--- config.mk ---
export PLATFORM = sky130hd
export DESIGN_NAME = mandelbrot_escape_time_unit
export DESIGN_NICKNAME = d
export VERILOG_FILES = /design/src/rtl/mbe_pkg.sv /design/src/rtl/mbe_mul.sv /design/src/rtl/mbe_seq.sv /design/src/rtl/mandelbrot_escape_time_unit.sv
export VERILOG_INCLUDE_DIRS = /design/src /design/src/rtl
export SDC_FILE = /design/constraint.sdc
export NUM_CORES = 2
export LEC_CHECK = 0
export ABC_AREA = 1
export BUFFER_PORTS_ARGS = -buffer_cell sky130_fd_sc_hd__buf_2
export CELL_PAD_IN_SITES_DETAIL_PLACEMENT = 1
export CELL_PAD_IN_SITES_GLOBAL_PLACEMENT = 2
export CORE_MARGIN = 3
export CORE_UTILIZATION = 42
export CTS_CLUSTER_DIAMETER = 60
export DETAILED_ROUTE_END_ITERATION = 6
export PLACE_DENSITY_LB_ADDON = 0.08
export SYNTH_ARGS = -nofsm -noshare
export SYNTH_HDL_FRONTEND = slang
export SYNTH_SLANG_ARGS = --single-unit
--- constraint.sdc ---
create_clock -name clk -period 19.25 [get_ports clk]
set_input_delay 2.8875 -clock clk [delete_from_list [all_inputs] [get_ports clk]]
set_output_delay 2.8875 -clock clk [all_outputs]
set_load 0.02 [all_outputs]
--- src/rtl/mandelbrot_escape_time_unit_macros.svh ---
// Assertion helpers shared by the escape-time modules.
// Both expect clk and rst in scope.
`ifndef MANDELBROT_ESCAPE_TIME_UNIT_MACROS_SVH
`define MANDELBROT_ESCAPE_TIME_UNIT_MACROS_SVH

// Checked outside reset only.
`define MBE_ASSERT(label, prop, msg) \
  label: assert property (@(posedge clk) disable iff (rst) prop) else $error(msg);

// Checked at every edge, reset included.
`define MBE_ASSERT_ALWAYS(label, prop, msg) \
  label: assert property (@(posedge clk) prop) else $error(msg);

`endif

--- src/rtl/mbe_pkg.sv ---
package mbe_pkg;

  localparam int Q_W       = 48;   // Q8.40 word
  localparam int FRAC_W    = 40;
  localparam int SUM_W     = 58;   // wide enough for any sum before saturation
  localparam int PROD_W    = 57;   // signed product out of the multiplier
  localparam int MAG_W     = 56;   // product magnitude after scaling
  localparam int HALF_W    = 24;   // multiplier operand width
  localparam int ACC_W     = 96;
  localparam int CNT_W     = 21;
  localparam int OFS_W     = 12;
  localparam int STEP_W    = 41;
  localparam int CFG_W     = 48;
  localparam int IDX_W     = 3;
  localparam int PAL_OUT_W = 9;

  localparam int PALETTE_SIZE_DEF = 512;

  localparam logic [IDX_W-1:0] REG_CENTER_X   = 3'd0;
  localparam logic [IDX_W-1:0] REG_CENTER_Y   = 3'd1;
  localparam logic [IDX_W-1:0] REG_PIXEL_STEP = 3'd2;
  localparam logic [IDX_W-1:0] REG_MAX_ITER   = 3'd3;

  localparam logic [STEP_W-1:0] PIXEL_STEP_RST = 41'd4398046511;
  localparam logic [CNT_W-1:0]  MAX_ITER_RST   = 21'd96;

  typedef struct packed {
    logic              start;
    logic [Q_W-1:0]    a_mag;
    logic [Q_W-1:0]    b_mag;
    logic              neg;
    logic              frac;   // scale by 2^-40 when set
  } mul_req_t;

  typedef struct packed {
    logic                     done;
    logic signed [PROD_W-1:0] prod;
  } mul_rsp_t;

  typedef struct packed {
    logic signed [Q_W-1:0] center_x;
    logic signed [Q_W-1:0] center_y;
    logic [STEP_W-1:0]     pixel_step;
    logic [CNT_W-1:0]      max_iterations;
  } cfg_t;

endpackage

--- src/rtl/mbe_mul.sv ---
`include "mandelbrot_escape_time_unit_macros.svh"

module mbe_mul (
  input  logic             clk,
  input  logic             rst,
  input  mbe_pkg::mul_req_t req,
  output mbe_pkg::mul_rsp_t rsp
);
  import mbe_pkg::*;

  localparam logic [1:0] SH_0 = 2'd0;
  localparam logic [1:0] SH_1 = 2'd1;
  localparam logic [1:0] SH_2 = 2'd2;

  logic [Q_W-1:0]           opa;
  logic [Q_W-1:0]           opb;
  logic                     neg_r;
  logic                     frac_r;
  logic                     issuing;
  logic [1:0]               cnt;
  logic [2*HALF_W-1:0]      pp;
  logic [1:0]               pp_sh;
  logic                     pp_valid;
  logic                     pp_last;
  logic [ACC_W-1:0]         acc;
  logic                     fin;
  logic                     done;
  logic signed [PROD_W-1:0] prod;
  logic [HALF_W-1:0]        mx;
  logic [HALF_W-1:0]        my;
  logic [1:0]               sh_sel;
  logic [ACC_W-1:0]         addend;
  logic [MAG_W-1:0]         m;
  logic                     busy;

  // Partial product order: lo*lo, lo*hi, hi*lo, hi*hi.
  always_comb begin
    unique case (cnt)
      2'd0: begin
        mx = opa[HALF_W-1:0];
        my = opb[HALF_W-1:0];
        sh_sel = SH_0;
      end
      2'd1: begin
        mx = opa[HALF_W-1:0];
        my = opb[Q_W-1:HALF_W];
        sh_sel = SH_1;
      end
      2'd2: begin
        mx = opa[Q_W-1:HALF_W];
        my = opb[HALF_W-1:0];
        sh_sel = SH_1;
      end
      default: begin
        mx = opa[Q_W-1:HALF_W];
        my = opb[Q_W-1:HALF_W];
        sh_sel = SH_2;
      end
    endcase
  end

  always_comb begin
    unique case (pp_sh)
      SH_0:    addend = ACC_W'(pp);
      SH_1:    addend = ACC_W'(pp) << HALF_W;
      SH_2:    addend = ACC_W'(pp) << (2 * HALF_W);
      default: addend = '0;
    endcase
  end

  assign m    = frac_r ? acc[ACC_W-1:FRAC_W] : acc[MAG_W-1:0];
  assign busy = issuing | pp_valid | fin;

  always_ff @(posedge clk) begin
    if (rst) begin
      issuing  <= 1'b0;
      cnt      <= '0;
      pp_valid <= 1'b0;
      pp_last  <= 1'b0;
      fin      <= 1'b0;
      done     <= 1'b0;
    end else begin
      done     <= fin;
      fin      <= pp_valid & pp_last;
      pp_valid <= issuing;
      pp_last  <= issuing && (cnt == 2'd3);
      if (req.start) begin
        issuing <= 1'b1;
        cnt     <= '0;
      end else if (issuing) begin
        cnt <= cnt + 2'd1;
        if (cnt == 2'd3) begin
          issuing <= 1'b0;
        end
      end
    end
  end

  always_ff @(posedge clk) begin
    if (req.start) begin
      opa    <= req.a_mag;
      opb    <= req.b_mag;
      neg_r  <= req.neg;
      frac_r <= req.frac;
      acc    <= '0;
    end else if (pp_valid) begin
      acc <= acc + addend;
    end
    if (issuing) begin
      pp    <= (2*HALF_W)'(mx) * (2*HALF_W)'(my);
      pp_sh <= sh_sel;
    end
    // apply sign once the magnitude is complete
    if (fin) begin
      prod <= neg_r ? -$signed({1'b0, m}) : $signed({1'b0, m});
    end
  end

  assign rsp.done = done;
  assign rsp.prod = prod;

  `MBE_ASSERT(a_mul_start_idle, req.start |-> !busy, "multiplier started while busy")
  `MBE_ASSERT(a_mul_latency, req.start |-> ##7 rsp.done, "product not ready seven cycles after start")
  `MBE_ASSERT(a_mul_done_pulse, rsp.done |=> !rsp.done, "product flag held longer than one cycle")

endmodule

--- src/rtl/mbe_seq.sv ---
`include "mandelbrot_escape_time_unit_macros.svh"

module mbe_seq #(
  parameter int PALETTE_SIZE = mbe_pkg::PALETTE_SIZE_DEF
) (
  input  logic                                 clk,
  input  logic                                 rst,
  input  mbe_pkg::cfg_t                        cfg,
  input  logic                                 in_valid,
  output logic                                 in_ready,
  input  logic signed [mbe_pkg::OFS_W-1:0]     pixel_dx,
  input  logic signed [mbe_pkg::OFS_W-1:0]     pixel_dy,
  output logic                                 out_valid,
  input  logic                                 out_ready,
  output logic [mbe_pkg::CNT_W-1:0]            escape_count,
  output logic                                 inside_set,
  output logic [mbe_pkg::PAL_OUT_W-1:0]        palette_index,
  output mbe_pkg::mul_req_t                    mreq,
  input  mbe_pkg::mul_rsp_t                    mrsp
);
  import mbe_pkg::*;

  localparam int PW = (PALETTE_SIZE > 1) ? $clog2(PALETTE_SIZE) : 1;
  localparam logic [Q_W-1:0] QMAX = 48'h7FFF_FFFF_FFFF;
  localparam logic [Q_W-1:0] QMIN = 48'h8000_0000_0000;
  localparam logic [Q_W:0]   ESC_LIM = 49'h800_0000_0000;  // 8.0 in Q8.40

  typedef enum logic [9:0] {
    S_IDLE = 10'b00_0000_0001,
    S_CX   = 10'b00_0000_0010,
    S_CY   = 10'b00_0000_0100,
    S_SQA  = 10'b00_0000_1000,
    S_SQB  = 10'b00_0001_0000,
    S_TEST = 10'b00_0010_0000,
    S_AB   = 10'b00_0100_0000,
    S_ADD1 = 10'b00_1000_0000,
    S_ADD2 = 10'b01_0000_0000,
    S_DONE = 10'b10_0000_0000
  } state_t;

  function automatic logic signed [Q_W-1:0] sat_q(input logic signed [SUM_W-1:0] v);
    logic signed [SUM_W-1:0] hi;
    logic signed [SUM_W-1:0] lo;
    hi = SUM_W'($signed(QMAX));
    lo = SUM_W'($signed(QMIN));
    if (v > hi) begin
      return $signed(QMAX);
    end else if (v < lo) begin
      return $signed(QMIN);
    end
    return $signed(v[Q_W-1:0]);
  endfunction

  function automatic logic [Q_W-1:0] mag_q(input logic signed [Q_W-1:0] v);
    if (v[Q_W-1]) begin
      return Q_W'(-v);
    end
    return v;
  endfunction

  state_t                   state;
  state_t                   state_next;
  logic                     issued;
  logic signed [OFS_W-1:0]  dx;
  logic signed [OFS_W-1:0]  dy;
  logic signed [Q_W-1:0]    cx;
  logic signed [Q_W-1:0]    cy;
  logic signed [Q_W-1:0]    a;
  logic signed [Q_W-1:0]    b;
  logic signed [Q_W-1:0]    aa;
  logic signed [Q_W-1:0]    bb;
  logic signed [Q_W-1:0]    ab;
  logic signed [Q_W-1:0]    t1;
  logic signed [Q_W-1:0]    t2;
  logic [CNT_W-1:0]         n;
  logic [PW-1:0]            pal;
  logic                     first;
  logic                     inside_r;
  logic                     is_mul;
  logic                     out_load;
  logic                     esc;
  logic                     last;
  logic [Q_W:0]             esc_sum;
  logic [CNT_W:0]           n_inc;
  logic [CNT_W-1:0]         lim;
  logic [PW-1:0]            pal_inc;
  logic [OFS_W-1:0]         ofs_mag;
  logic signed [OFS_W-1:0]  ofs;
  logic signed [Q_W-1:0]    prod_q;
  logic signed [Q_W-1:0]    ofs_c;

  assign is_mul   = (state == S_CX) || (state == S_CY) || (state == S_SQA) ||
                    (state == S_SQB) || (state == S_AB);
  assign in_ready = (state == S_IDLE);
  assign out_load = (state == S_DONE) && (!out_valid || out_ready);

  assign lim     = (cfg.max_iterations == '0) ? CNT_W'(1) : cfg.max_iterations;
  assign esc_sum = {1'b0, aa} + {1'b0, bb};
  assign esc     = esc_sum > ESC_LIM;
  assign n_inc   = (CNT_W+1)'(n) + (CNT_W+1)'(1);
  assign last    = n_inc >= (CNT_W+1)'(lim);
  assign pal_inc = (pal == PW'(PALETTE_SIZE - 1)) ? '0 : pal + PW'(1);

  assign ofs     = (state == S_CY) ? dy : dx;
  assign ofs_mag = ofs[OFS_W-1] ? OFS_W'(-ofs) : ofs;
  assign prod_q  = sat_q(SUM_W'(mrsp.prod));
  assign ofs_c   = sat_q(SUM_W'((state == S_CY) ? cfg.center_y : cfg.center_x) +
                         SUM_W'(mrsp.prod));

  // Operand select for the shared multiplier.
  always_comb begin
    mreq.start = is_mul && !issued;
    unique case (state)
      S_CX, S_CY: begin
        mreq.a_mag = Q_W'(ofs_mag);
        mreq.b_mag = Q_W'(cfg.pixel_step);
        mreq.neg   = ofs[OFS_W-1];
        mreq.frac  = 1'b0;
      end
      S_SQA: begin
        mreq.a_mag = mag_q(a);
        mreq.b_mag = mag_q(a);
        mreq.neg   = 1'b0;
        mreq.frac  = 1'b1;
      end
      S_SQB: begin
        mreq.a_mag = mag_q(b);
        mreq.b_mag = mag_q(b);
        mreq.neg   = 1'b0;
        mreq.frac  = 1'b1;
      end
      S_AB: begin
        mreq.a_mag = mag_q(a);
        mreq.b_mag = mag_q(b);
        mreq.neg   = a[Q_W-1] ^ b[Q_W-1];
        mreq.frac  = 1'b1;
      end
      default: begin
        mreq.a_mag = '0;
        mreq.b_mag = '0;
        mreq.neg   = 1'b0;
        mreq.frac  = 1'b0;
      end
    endcase
  end

  always_comb begin
    state_next = state;
    unique case (state)
      S_IDLE: if (in_valid) state_next = S_CX;
      S_CX:   if (mrsp.done) state_next = S_CY;
      S_CY:   if (mrsp.done) state_next = S_SQA;
      S_SQA:  if (mrsp.done) state_next = S_SQB;
      S_SQB:  if (mrsp.done) state_next = S_TEST;
      S_TEST: begin
        priority if (first) state_next = S_AB;
        else if (esc || last) state_next = S_DONE;
        else state_next = S_AB;
      end
      S_AB:   if (mrsp.done) state_next = S_ADD1;
      S_ADD1: state_next = S_ADD2;
      S_ADD2: state_next = S_SQA;
      S_DONE: if (out_load) state_next = S_IDLE;
      default: state_next = S_IDLE;
    endcase
  end

  always_ff @(posedge clk) begin
    if (rst) begin
      state     <= S_IDLE;
      issued    <= 1'b0;
      out_valid <= 1'b0;
    end else begin
      state <= state_next;
      if (is_mul && mrsp.done) begin
        issued <= 1'b0;
      end else if (mreq.start) begin
        issued <= 1'b1;
      end
      if (out_load) begin
        out_valid <= 1'b1;
      end else if (out_ready) begin
        out_valid <= 1'b0;
      end
    end
  end

  always_ff @(posedge clk) begin
    unique case (state)
      S_IDLE: begin
        if (in_valid) begin
          dx <= pixel_dx;
          dy <= pixel_dy;
        end
      end
      S_CX: if (mrsp.done) cx <= ofs_c;
      S_CY: begin
        if (mrsp.done) begin
          cy    <= ofs_c;
          a     <= cx;
          b     <= ofs_c;
          n     <= '0;
          pal   <= '0;
          first <= 1'b1;
        end
      end
      S_SQA: if (mrsp.done) aa <= prod_q;
      S_SQB: if (mrsp.done) bb <= prod_q;
      S_TEST: begin
        // first pass only primes the squares of c
        priority if (first) begin
          first <= 1'b0;
        end else if (esc) begin
          inside_r <= 1'b0;
        end else begin
          n        <= n_inc[CNT_W-1:0];
          pal      <= pal_inc;
          inside_r <= last;
        end
      end
      S_AB: if (mrsp.done) ab <= prod_q;
      S_ADD1: begin
        t1 <= sat_q(SUM_W'(aa) - SUM_W'(bb));
        t2 <= sat_q(SUM_W'(ab) + SUM_W'(ab));
      end
      S_ADD2: begin
        a <= sat_q(SUM_W'(t1) + SUM_W'(cx));
        b <= sat_q(SUM_W'(t2) + SUM_W'(cy));
      end
      S_DONE: begin
        if (out_load) begin
          escape_count  <= n;
          inside_set    <= inside_r;
          palette_index <= inside_r ? '0 : PAL_OUT_W'(pal);
        end
      end
      default: ;
    endcase
  end

  `MBE_ASSERT(a_seq_accept_busy, in_valid && in_ready |=> !in_ready, "took a second word while busy")
  `MBE_ASSERT(a_seq_done_in_mul, mrsp.done |-> is_mul && issued, "product arrived outside a multiply step")
  `MBE_ASSERT(a_seq_start_once, mreq.start |=> !mreq.start, "multiplier started twice in a row")
  `MBE_ASSERT(a_seq_inside_black, out_valid && inside_set |-> palette_index == '0, "inside point with nonzero palette index")
  `MBE_ASSERT_ALWAYS(a_seq_reset, rst |=> !out_valid && in_ready, "reset did not return to idle")

endmodule

--- src/rtl/mandelbrot_escape_time_unit.sv ---
// One pixel at a time: no new input word is taken until the result of the last one
// is loaded into the output registers. A pixel takes escape_count + 1 z updates on
// escape, otherwise as many as the iteration limit; every product goes through the
// shared 24x24 multiplier (four partial products), three products per iteration.
// Reset: synchronous, active high; clears control, loads register defaults.
module mandelbrot_escape_time_unit #(
  parameter int PALETTE_SIZE = mbe_pkg::PALETTE_SIZE_DEF
) (
  input  logic                              clk,
  input  logic                              rst,
  input  logic                              cfg_we,
  input  logic [mbe_pkg::IDX_W-1:0]         cfg_index,
  input  logic [mbe_pkg::CFG_W-1:0]         cfg_data,
  input  logic                              in_valid,
  output logic                              in_ready,
  input  logic signed [mbe_pkg::OFS_W-1:0]  pixel_dx,
  input  logic signed [mbe_pkg::OFS_W-1:0]  pixel_dy,
  output logic                              out_valid,
  input  logic                              out_ready,
  output logic [mbe_pkg::CNT_W-1:0]         escape_count,
  output logic                              inside_set,
  output logic [mbe_pkg::PAL_OUT_W-1:0]     palette_index
);
  import mbe_pkg::*;

  cfg_t     cfg;
  mul_req_t mreq;
  mul_rsp_t mrsp;

  always_ff @(posedge clk) begin
    if (rst) begin
      cfg.center_x       <= '0;
      cfg.center_y       <= '0;
      cfg.pixel_step     <= PIXEL_STEP_RST;
      cfg.max_iterations <= MAX_ITER_RST;
    end else if (cfg_we) begin
      unique case (cfg_index)
        REG_CENTER_X:   cfg.center_x       <= $signed(cfg_data[Q_W-1:0]);
        REG_CENTER_Y:   cfg.center_y       <= $signed(cfg_data[Q_W-1:0]);
        REG_PIXEL_STEP: cfg.pixel_step     <= cfg_data[STEP_W-1:0];
        REG_MAX_ITER:   cfg.max_iterations <= cfg_data[CNT_W-1:0];
        default: ;  // drop writes past the register list
      endcase
    end
  end

  mbe_mul u_mul (
    .clk (clk),
    .rst (rst),
    .req (mreq),
    .rsp (mrsp)
  );

  mbe_seq #(
    .PALETTE_SIZE (PALETTE_SIZE)
  ) u_seq (
    .clk           (clk),
    .rst           (rst),
    .cfg           (cfg),
    .in_valid      (in_valid),
    .in_ready      (in_ready),
    .pixel_dx      (pixel_dx),
    .pixel_dy      (pixel_dy),
    .out_valid     (out_valid),
    .out_ready     (out_ready),
    .escape_count  (escape_count),
    .inside_set    (inside_set),
    .palette_index (palette_index),
    .mreq          (mreq),
    .mrsp          (mrsp)
  );

endmodule

==> After elaboration in Yosys (flattened, before gate mapping) <==
Cells that the tools add are included.
{ "word_totals": {"ff_bits": 997, "input_bits": 80, "output_inout_bits": 33, "elab_cells": 228} }
{ "op_classes": {"addsub": 14, "n_mul": 1, "magnitude_cmp": 14, "n_eq_ne": 28, "muxes": 87, "bitwise": 3, "n_reduce_logical": 41} }
{ "op_table": {"columns": ["cell", "count"], "rows": [
  ["48-bit 2-to-1 mux", 26],
  ["98-bit one-hot mux with 4 select lines", 1],
  ["58-bit by 48-bit > comparator with 1-bit output (second input constant)", 5],
  ["58-bit by 48-bit less-than comparator with 1-bit output (second input constant)", 5],
  ["96-bit one-hot mux with 3 select lines", 1],
  ["48-bit by 48-bit adder with 49-bit output", 4],
  ["48-bit one-hot mux with 2 select lines", 2],
  ["56-bit 2-to-1 mux", 2],
  ["10-bit one-hot mux with 10 select lines", 1],
  ["96-bit adder", 1],
  ["48-bit negator", 2],
  ["10-bit 2-to-1 mux", 9],
  ["21-bit 2-to-1 mux", 4],
  ["58-bit by 57-bit adder with 58-bit output", 1],
  ["58-bit 2-to-1 mux", 1],
  ["57-bit by 48-bit > comparator with 1-bit output (second input constant)", 1],
  ["57-bit by 48-bit less-than comparator with 1-bit output (second input constant)", 1],
  ["56-bit negator with 57-bit output", 1],
  ["49-bit by 44-bit > comparator with 1-bit output (second input constant)", 1],
  ["48-bit by 48-bit subtractor with 49-bit output", 1],
  ["24-bit by 24-bit multiplier with 48-bit output", 1],
  ["24-bit 2-to-1 mux", 2],
  ["21-bit one-hot mux with 2 select lines", 1],
  ["9-bit 2-to-1 mux", 4],
  ["41 further kinds", 110]
]} }

==> Logic depth before layout (Yosys ltp) <==
{ "logic_depth": {"depth_word": 9, "ltp_mapped": 41} }

==> Modules after synthesis <==
A second synthesis with hierarchy kept.
{ "unflattened": {"hier_cells": 13312, "hier_area_um2": 93320.8} }
{ "by_module_without_submodules": {"columns": ["mod", "n_inst", "cells_per_inst", "area_per_inst_um2", "seq_area_each_um2"], "rows": [
  ["mbe_seq", 1, 6273, 44506.4, 15825.2],
  ["mbe_mul", 1, 6132, 42474.5, 8217.9],
  ["mandelbrot_escape_time_unit", 1, 907, 6339.8, 3163.0]
]} }

==> Worst setup path before layout <==
OpenSTA, ideal clock, no wires.
{ "synth_path": {"kind": "register to register", "start": "register u_seq.state[4]", "end": "register u_seq.a[0], enable pin", "arrival_time_ns": 8.300, "setup_slack_ns": 10.267, "stages_incl_launch_ff": 10, "path_buffers": 2, "path_cell_list": "dfxtp_1 -> nor2_1 -> inv_2 -> nor2_1 -> inv_2 -> nor2_1 -> inv_2 -> clkbuf_1 -> clkbuf_1 -> o21ai_0"} }
{ "synth_via": {"elab_chain_len": 3, "word_cells_on_any_way": 5, "classes_between": "eq/ne (3); reduce/logical (2)"} }
{ "synth_rtl": {"columns": ["element", "line", "text"], "rows": [
  ["start, declared", "mbe_seq.sv:61", "state_t state;"],
  ["start signal, assigned", "mbe_seq.sv:174", "state <= state_next;"],
  ["10-bit by 3-bit == test with 1-bit output or 10-bit by 9-bit == test with 1-bit output (tied branches)", null, null],
  ["2-bit != test (no source line) or 2-bit nonzero test (tied branches)", null, null],
  ["2-bit AND reduction (no source line) *", null, null],
  ["end signal, assigned", "mbe_seq.sv:227", "a <= sat_q(SUM_W'(t1) + SUM_W'(cx));"],
  ["end, declared", "mbe_seq.sv:68", "logic signed [Q_W-1:0] a;"]
]} }
Mark *: on every way between the ends. The rest lies on a longest branch, timed or not.
A chain may end at the register's enable or synchronous reset.

==> Final worst setup path <==
{ "layout_path": {"start": "register u_mul.cnt[0]", "end": "register u_mul.pp[42] (data pin)"} }
{ "layout_via": {"elab_chain_len": 4, "word_cells_on_any_way": 8, "classes_between": "mul (1); eq/ne (2); mux (2); reduce/logical (3)"} }
{ "layout_rtl": {"columns": ["element", "line", "text"], "rows": [
  ["start, declared", "mbe_mul.sv:20", "logic [1:0] cnt;"],
  ["start signal, assigned", "mbe_mul.sv:91", "cnt <= cnt + 2'd1;"],
  ["2-bit by 1-bit == test with 1-bit output (tied with other cells)", "mbe_mul.sv:38", "unique case (cnt)"],
  ["2-bit OR reduction (no source line)", null, null],
  ["24-bit 2-to-1 mux", "mbe_mul.sv:38", null],
  ["24-bit by 24-bit multiplier with 48-bit output *", "mbe_mul.sv:110", "pp <= (2*HALF_W)'(mx) * (2*HALF_W)'(my);"],
  ["end signal, assigned", "mbe_mul.sv:110", null],
  ["end, declared", "mbe_mul.sv:21", "logic [2*HALF_W-1:0] pp;"]
]} }
Marked as above.

==> impl_summary.txt <==
----------------------------------------------------
[Global route]
  Wire length of the first global-routing pass ... 594 mm
  Pin count of the biggest net entering global routing ... 103
  Global route overflow ... 0
  Initial antenna violation count ... 35
  Vias in the first global route ... 83929
  Total Routing Usage GR ... 0.389

[Placement]
  PortBufs ... 112
  Worst setup slack before clock tree synthesis ... 9.93 ns
  Total instance count after detailed placement ... 14067
  Routability Congestion ... 1.02
  Half-perimeter wire length after detailed placement ... 347 mm

[Synthesis]
  Post-Syn Instances ... 11527
  Number of flops mapped to enable cells by yosys ... 724
  Register area share after synthesis ... 0.314
  Netlist Area Pre-Place ... 86700 sq um
  Proportion of netlist area held by the largest area contributor ... 0.251
  Commonest cells post-synth ... 2356 x sky130_fd_sc_hd__nand2_1, 1994 x sky130_fd_sc_hd__inv_1, 1589 x sky130_fd_sc_hd__nor2_1
  Leading register cell type out of synthesis ... sky130_fd_sc_hd__edfxtp_1
  Area contributors post-synth ... sky130_fd_sc_hd__edfxtp_1 25%, sky130_fd_sc_hd__fa_1 11%, sky130_fd_sc_hd__nand2_1 10%
  Nets in the synthesized netlist ... 12646
  Number of distinct library cells after synthesis ... 69
  Mean cell area of the mapped netlist ... 7.52 sq um
  Number of synthesized register bits ... 997
  Cell type with the largest total area after synthesis ... sky130_fd_sc_hd__edfxtp_1
  Post-synthesis async set-or-reset flop share ... 0
  Leading cell type by number of instances after synthesis ... sky130_fd_sc_hd__nand2_1
  Total of warnings raised by yosys ... 0

[Die]
  Die extent in x ... 460 um
  Top-Level Pins ... 113
  Core box area ... 205000 sq um
  Total Die Area ... 212000 sq um
  Initial Utilization ... 0.423
  Die Ht ... 460 um
  Number of rows in the core area ... 166

[Route]
  Vias post-DR ... 81925
  Antenna-violating nets left ... 0
  DRC errors left ... 0
  Routed wirelength normalized by instance count ... 29.1 um
  Drt first-iter violations ... 8017
  First-pass iteration count of the detailed router ... 5
  Detailed Route WL ... 418 mm
  Detail-routed via count per cell ... 5.71

[STA]
  Setup ws final ... 9.83 ns
  RSZ-0062 raised after global routing ... false
  Setup Skew ... 0.0503 ns
  Accumulated negative setup slack ... 0 ns
  F_max ... 0.106 GHz
  Final Hold Fails ... 0
  Pins Over Slew Limit ... 0
  Final Setup Violations ... 0
  Worst-Margin Slew ... 1.31 ns
  Slew Limit Headroom ... 0.114
  Final critical path time including I/O delays and setup ... 9.42 ns
  Ratio of final minimum period to clock period ... 0.490

[Critical path]
  Worst setup SP type ... flip-flop
  Crit end category ... flip-flop
  Category of the critical setup timing path ... flip-flop to flip-flop
  Data required time of the worst path ... 19.80 ns
  Peak fanout along the critical path ... 48
  Master of the slowest instance on the critical path ... sky130_fd_sc_hd__clkinv_1
  Worst endpoint data arrival time ... 9.97 ns
  Register-to-register setup slack ... 9.83 ns
  CP peak stage delay ... 0.78 ns

[CTS]
  Post-CTS Hold Buffers ... 0
  Number of buffers between clock root and the deepest sink ... 3
  Depth of the CTS H-tree ... 4
  Clock net sink count ... 997
  Post-CTS setup buffers ... 0
  TritonCTS clock tree ... yes
  Quantity of gates resized following cts ... 0
  Clock tree root driver cell ... sky130_fd_sc_hd__clkbuf_16
  Number of buffers created by CTS ... 140
  Clock latency on the worst-skew pair ... 0.82 ns
  Clock slew at the register clock pins of the worst setup and hold paths ... 0.06 ns

[Cells and area]
  Utilization after layout ... 0.463
  Fraction of final layout cells with drive strength greater than 1 ... 0.0467
  Number of nets in the layout ... 12640
  Area overhead of the layout relative to synthesis ... 9.55%
  Post-Layout Cell Count ... 14353
  Filler cell count in the final layout ... 25456

[Status]
  Outcome ... finished clean

[Job]
  Max-cap viol count ... 0

[Worst hold path]
  Type of the tightest min-delay check ... flip-flop to flip-flop

----------------------------------------------------
registers in the layout, summed over array words and instances (netlist names), 9 cells and up:
register,count
u_seq.state,10
u_mul.prod,57
u_seq.a,48
u_seq.t1,48
u_mul.opb,48
u_seq.cx,48
u_seq.t2,48
u_mul.acc,96
u_seq.dy,12
u_seq.dx,12
u_mul.pp,48
u_seq.escape_count,21
u_seq.n,21
u_seq.b,48
u_seq.pal,9
cfg,158
u_seq.cy,48
u_seq.palette_index,9
u_seq.ab,48
u_seq.aa,48
u_mul.opa,48
u_seq.bb,48
final timing paths:
check	to	startpoint	cells after the start
setup / recovery	u_mul.pp[42]	u_mul.cnt[0]	34
hold / removal	u_mul.fin	u_mul.pp_last	2
setup reg to reg	u_mul.pp[42]	u_mul.cnt[0]	34
hold reg to reg	u_mul.fin	u_mul.pp_last	2
critical path: cells and delay by family (launching register included):
kind	cells	cell delay [ns]
AO/OA/AOI/OAI	7	1.47
buffers and inverters	9	1.76
flip-flops	1	0.40
XOR/XNOR	1	0.15
adder cells (fa/ha/maj)	9	4.33
AND/OR/NAND/NOR	8	1.01
layout by cell type (no fill, tap or decap), types with 23 or more instances in the layout:
cell	synthesis	routed
sky130_fd_sc_hd__a21o_1	32	32
sky130_fd_sc_hd__a21oi_1	845	843
sky130_fd_sc_hd__a31oi_1	112	112
sky130_fd_sc_hd__buf_2	38	112
sky130_fd_sc_hd__buf_4	4	104
sky130_fd_sc_hd__clkbuf_1	294	23
sky130_fd_sc_hd__clkbuf_16	0	141
sky130_fd_sc_hd__clkinv_1	20	35
sky130_fd_sc_hd__dfxtp_1	273	270
sky130_fd_sc_hd__diode_2	0	26
sky130_fd_sc_hd__edfxtp_1	724	724
sky130_fd_sc_hd__fa_1	488	488
sky130_fd_sc_hd__ha_1	551	551
sky130_fd_sc_hd__inv_1	1994	1990
sky130_fd_sc_hd__inv_2	26	29
sky130_fd_sc_hd__nand2_1	2356	2356
sky130_fd_sc_hd__nand3_1	299	296
sky130_fd_sc_hd__nand4_1	71	71
sky130_fd_sc_hd__nor2_1	1589	1575
sky130_fd_sc_hd__nor3_1	117	116
sky130_fd_sc_hd__nor4_1	50	50
sky130_fd_sc_hd__o211ai_1	46	46
sky130_fd_sc_hd__o21a_1	52	52
sky130_fd_sc_hd__o21ai_0	639	623
sky130_fd_sc_hd__o21ai_1	114	123
sky130_fd_sc_hd__o21bai_1	34	34
sky130_fd_sc_hd__o221ai_1	39	39
sky130_fd_sc_hd__o22ai_1	66	66
sky130_fd_sc_hd__xnor2_1	168	168
sky130_fd_sc_hd__xor2_1	303	303
metrics by stage:
step | instance area [sq um] | hold slack [ns]
final | 95000 | 0.416
after global routing | 94900 | 0.429
after detailed placement | 90200 | 0.414
after global placement | 90200 | 0.402
after floorplan | 86700 | 0.404
after CTS | 94900 | 0.416
layer usage:
layer	vias up	wire [um]	global-route usage
li1	36960	-	-
met1	40778	169000	0.498
met2	3345	184000	0.606
met3	832	36700	0.0845
met4	10	28100	0.224
met5	-	61	0
layout make-up:
cell class | count | area (sq um) | area share
repair buffers | 217 | 1360 | 0.0143
inverters | 2040 | 7660 | 0.0807
clock inverters | 87 | 1010 | 0.0107
diodes | 26 | 65.1 | 0.000685
clock buffers | 173 | 3740 | 0.0394
multi-input cells | 8125 | 50600 | 0.532
well taps | 2688 | 3360 | 0.0354
flip-flops and latches | 997 | 27200 | 0.286
cells by family after synthesis:
family | after synthesis | synth area share
and+or+nand+nor | 4536 | 0.208
buffers and inverters | 2405 | 0.105
AOI/OAI and AO/OA | 2077 | 0.133
adders and majority gates | 1039 | 0.192
DFF | 997 | 0.314
xor gates and xnor gates | 471 | 0.0476
muxes | 2 | 0.000231
Power is left out: the tool's default activity adds up to more than one toggle a clock period on the data nets, which glitch-free logic cannot reach.
